## src/sv/bclru_pkg.sv

```systemverilog
// Shared constants and the cell command type for the sector cache tag controller.
package bclru_pkg;

    localparam int unsigned SECTOR_W  = 32;
    localparam int unsigned SIB_W     = 3;                  // eight sectors per block
    localparam int unsigned BLOCK_W   = SECTOR_W - SIB_W;
    localparam int unsigned LIMIT_W   = 7;
    localparam int unsigned ENTRY_O_W = 6;
    localparam logic [LIMIT_W-1:0] CLEAN_LIMIT_RESET = 7'd32;

    // Broadcast to every cell in the update cycle.
    typedef struct packed {
        logic apply;       // update cycle
        logic is_write;    // request is a sector write
        logic hit_clean;   // hit on a clean entry: matching cell is the target
        logic insert;      // miss with a free entry: first free cell is the target
        logic evict_old;   // existing LRU clean entry leaves
        logic victim_new;  // the just inserted entry is the one evicted
    } t_cell_cmd;

endpackage

```

## src/sv/bclru_cell.sv

```systemverilog
// One cache entry: tag, valid, dirty and recency rank, with the first-free chain link.
module bclru_cell #(
    parameter int unsigned RANK_W = 6
) (
    input  logic                           i_clk,
    input  logic                           i_rst_n,
    input  bclru_pkg::t_cell_cmd           i_cmd,
    input  logic [bclru_pkg::BLOCK_W-1:0]  i_block,
    input  logic [RANK_W-1:0]              i_rank_ref,
    input  logic [RANK_W-1:0]              i_rank_new,
    input  logic                           i_free_seen,
    output logic                           o_free_seen,
    output logic                           o_match,
    output logic                           o_clean,
    output logic                           o_victim,
    output logic                           o_slot,
    output logic [RANK_W-1:0]              o_rank,
    output logic [bclru_pkg::BLOCK_W-1:0]  o_block
);

    logic                          r_valid, n_valid;
    logic                          r_dirty, n_dirty;
    logic [RANK_W-1:0]             r_rank,  n_rank;
    logic [bclru_pkg::BLOCK_W-1:0] r_block, n_block;
    logic                          w_clean;
    logic                          w_target;

    assign w_clean     = r_valid && !r_dirty;
    assign o_free_seen = i_free_seen || !r_valid;
    assign o_slot      = !r_valid && !i_free_seen;
    assign o_match     = r_valid && (r_block == i_block);
    assign o_clean     = w_clean;
    assign o_victim    = w_clean && (r_rank == '0);
    assign o_rank      = r_rank;
    assign o_block     = r_block;

    assign w_target = (i_cmd.hit_clean && o_match) || (i_cmd.insert && o_slot);

    always_comb begin
        n_valid = r_valid;
        n_dirty = r_dirty;
        n_rank  = r_rank;
        n_block = r_block;
        if (i_cmd.apply) begin
            if (w_target) begin
                n_valid = i_cmd.insert ? !i_cmd.victim_new : 1'b1;
                n_dirty = i_cmd.is_write;
                n_rank  = i_rank_new;
                if (i_cmd.insert) begin
                    n_block = i_block;
                end
            end else if (i_cmd.evict_old && o_victim) begin
                n_valid = 1'b0;
                n_dirty = 1'b0;
            end else if ((i_cmd.hit_clean || i_cmd.evict_old) && w_clean
                         && (r_rank > i_rank_ref)) begin
                // close the gap left in the recency order
                n_rank = r_rank - RANK_W'(1);
            end
        end
    end

    always_ff @(posedge i_clk) begin
        if (!i_rst_n) begin
            r_valid <= 1'b0;
            r_dirty <= 1'b0;
            r_rank  <= '0;
        end else begin
            r_valid <= n_valid;
            r_dirty <= n_dirty;
            r_rank  <= n_rank;
        end
    end

    always_ff @(posedge i_clk) begin
        r_block <= n_block;
    end

endmodule

```

## config.mk

```make
export PLATFORM = sky130hd
export DESIGN_NAME = bclru_cell
export DESIGN_NICKNAME = d
export VERILOG_FILES = /design/src/sv/bclru_pkg.sv /design/src/sv/bclru_cell.sv
export SDC_FILE = /design/constraint.sdc
export NUM_CORES = 1
export LEC_CHECK = 0
export BUFFER_PORTS_ARGS = -buffer_cell sky130_fd_sc_hd__buf_2
export CAP_MARGIN = 20
export CORE_MARGIN = 8
export CORE_UTILIZATION = 39
export CTS_CLUSTER_SIZE = 16
export DETAILED_ROUTE_END_ITERATION = 10
export PLACE_DENSITY = 0.68
export SLEW_MARGIN = 0
export SYNTH_ARGS = -nofsm -noshare
export SYNTH_HDL_FRONTEND = slang
export SYNTH_SLANG_ARGS = --single-unit
```

## constraint.sdc

```tcl
create_clock -name i_clk -period 8.6 [get_ports i_clk]
set_clock_uncertainty 0.2 [all_clocks]
set_input_delay 0.86 -clock i_clk [delete_from_list [all_inputs] [get_ports i_clk]]
set_output_delay 0.86 -clock i_clk [all_outputs]
set_load 0.01 [all_outputs]
```

==> impl_metrics.ini <==
[finish]
utilization_pct = 52.1
area_delta_synth_final_pct = 31.0
n_antenna_cell = 0
multiInputGateArea_um2 = 901
seqCellArea_mm2 = 0.00103
fillers = 485
nets = 318
final_layout_size_suffix_gt1_share_pct = 42.1

[clocking]
cts_max_path_buffers = 2
cts_setup_buffers = 0
clk_pin_slew_ps = 80
clock_latency_ps = 300
cts_buffers = 5
root_buffer = clkbuf_8
cts_tree = built
cts_hold_repair.buffers = 0
cts_max_level = 2
cts_sinks = 37
post_cts_resized = 0

[timing]
fin_hold_ws_ps = 283
grt_setup_unrepaired = false
setup_viol_count_final = 0
finalHoldViolCount = 0
worst_pin_slew_ps = 595
period_share_pct = 36.7
setup_ws_ps = 5450
max_freq_mhz = 317
slew_headroom_pct = 60.3
slew_viol_final = 0
setup_tns_ps = 0
timing.final.crit_period_ps = 3150

[floorplan]
die_area_mm2 = 0.00765
die_w_um = 87.5
rows = 26
die_h_um = 87.5
start_util_pct = 39.8
pin_count = 90
core_area_mm2 = 0.00501

[global_routing]
grt_util_all_layers_pct = 13.6
grt_pass1_wl_um = 7960
overflow = 0
antenna_found_initial = 0
grt_pass1_vias = 1688
grt_max_degree = 30

[worst_setup_path]
reg2reg_slack_ps = 5980
crit_chain = buf_2 -> xnor2_1 -> nand4_1 -> nor4_2 -> and2_1 -> buf_2
cp.arrival_ps = 2090
crit_required_ps = 7540
critPathTopFamily = simple AND/OR/NAND/NOR gates
path_max_fanout = 4
endpoint_kind = primary output
crit_type = in2out
rr_worst_depth = 6
start_kind = input port
worstReg2RegEnd = o_block[0]
cpMostUsedCell = buf_2
slowest_stage = nor4_2
cp_slowest_stage_delay_ps = 480
cp.buffers_inverters = 2
reg2reg_from = o_block[22]

[synth]
async_flop_share_pct = 0
synthFlopType = edfxtp_1
syn_inst = 164
netlist_area_mm2 = 0.00199
ys_warn_count = 0
synth_cell_type_count = 38
synth_edf_count = 29
yosys_register_bits = 37
synth.net_count = 222
synth-seq-area-share_pct = 51.8
postSynthAreaPerCell_um2 = 12.1

[placement]
gp_congestion = 0.779
pre_cts_ws_ps = 5430
post-dp-hpwl_um = 4040
portBuffers = 89

[drt]
drtIter0Drc = 86
dr.pass1.iters = 4
vias_per_cell = 4.84
vias = 1603
routed_wl_um = 5080
wl_per_cell_um = 15.3
drtAntennaViolNets = 0
post-route-drc-count = 0

[status]
status = finished, final reports clean

[power]
fin_total_pwr_w = 0.000386
p_per_area_mw_per_mm2 = 148
total_leakage_power_nw = 1.09
ir_drop_mv = 0.124

[job]
maxCapViolCount = 0

[hold_path]
hold_class = reg2reg
worstHoldStart = r_dirty
min_path_cells = 2
min_to = r_dirty
==> cells by family (layout without fill, tap and decap cells) <==
| logic type | after synthesis | count (layout) | share of synthesized area (%) |
|---|---|---|---|
| simple gates | 46 | 46 | 14.6 |
| flops | 37 | 37 | 51.8 |
| xor+xnor | 29 | 29 | 12.8 |
| compound gates | 25 | 25 | 10.3 |
| buf+inv | 14 | 111 | 3.02 |
| fa+ha+maj | 8 | 8 | 5.03 |
| mux | 5 | 5 | 2.51 |
==> per-layer routing <==
metal | track usage (%) | vias to the layer above | wire length [um]
met4 | 7.50 | 0 | 97
met5 | 0 | - | 0
met3 | 5.28 | 9 | 476
met1 | 15.9 | 727 | 2190
met2 | 20.7 | 65 | 2320
li1 | - | 802 | -
==> worst register-to-register path, delay by kind of cell, from the launching register on <==
family                 cells  cell delay, ps
flip-flops                 1             430
XOR/XNOR                   1             170
AND/OR/NAND/NOR            3             830
buffers and inverters      1             340
AO/OA/AOI/OAI              1             300
==> sequential cells by signal (all words and copies together) (netlist names) <==
register / count
r_dirty: 1
o_block: 29
r_valid: 1
o_rank: 6
==> power breakdown <==
part / internal, W / switching (W) / leakage [nW]
clock: 0.0000571 / 0.0000667 / 0.0374
combinational: 0.0000295 / 0.0000308 / 0.726
sequential: 0.000198 / 0.00000435 / 0.328
==> layout make-up <==
class	count	area share (%)
timing repair buffer	90	17.4
sequential	37	39.5
inverter	13	1.87
tap	70	3.36
clock inverter	2	0.576
multi-input combinational	113	34.5
clock buffer	6	2.78
==> worst max path at each step <==
stage | start | end | slack [ps] | cells after the start
after global placement | i_block[27] | o_block[22] | 5470 | 7
final | i_block[22] | o_match | 5450 | 6
after detailed placement | i_block[25] | o_match | 5430 | 6
after CTS | i_block[25] | o_match | 5430 | 6
after global routing | i_block[9] | o_match | 5340 | 6
after floorplan | i_block[15] | o_block[0] | 5430 | 5
==> cell usage after synthesis (4+ instances only) <==
cell	number	area, um2
nand2_1	9	33.8
dfxtp_1	8	160
xnor2_1	29	254
nand4_1	9	56.3
edfxtp_1	29	871
a21oi_1	4	20.0
a22oi_1	4	30.0
inv_1	13	48.8
nor4_2	4	50.1
nor2_1	6	22.5
mux2i_1	5	50.1
ha_1	8	100
o32ai_1	4	35.0
==> layout by cell type (no fill, tap or decap), types with 3 or more instances in the layout <==
cell type  instances
buf_2             89
xnor2_1           29
edfxtp_1          29
inv_1             13
nand4_1            9
nand2_1            9
ha_1               8
dfxtp_1            8
nor2_1             6
mux2i_1            5
clkbuf_8           5
nor4_2             4
a21oi_1            4
a22oi_1            4
o32ai_1            4
nand3_1            3
==> metrics by stage <==
step | cell area, um2 | std cells
2_1_floorplan | 1990 | 164
3_3_place_gp | 2520 | 323
3_5_place_dp | 2520 | 323
4_1_cts | 2610 | 331
5_1_grt | 2610 | 331
6_report | 2610 | 331
Power figures use the tool's default switching activity.
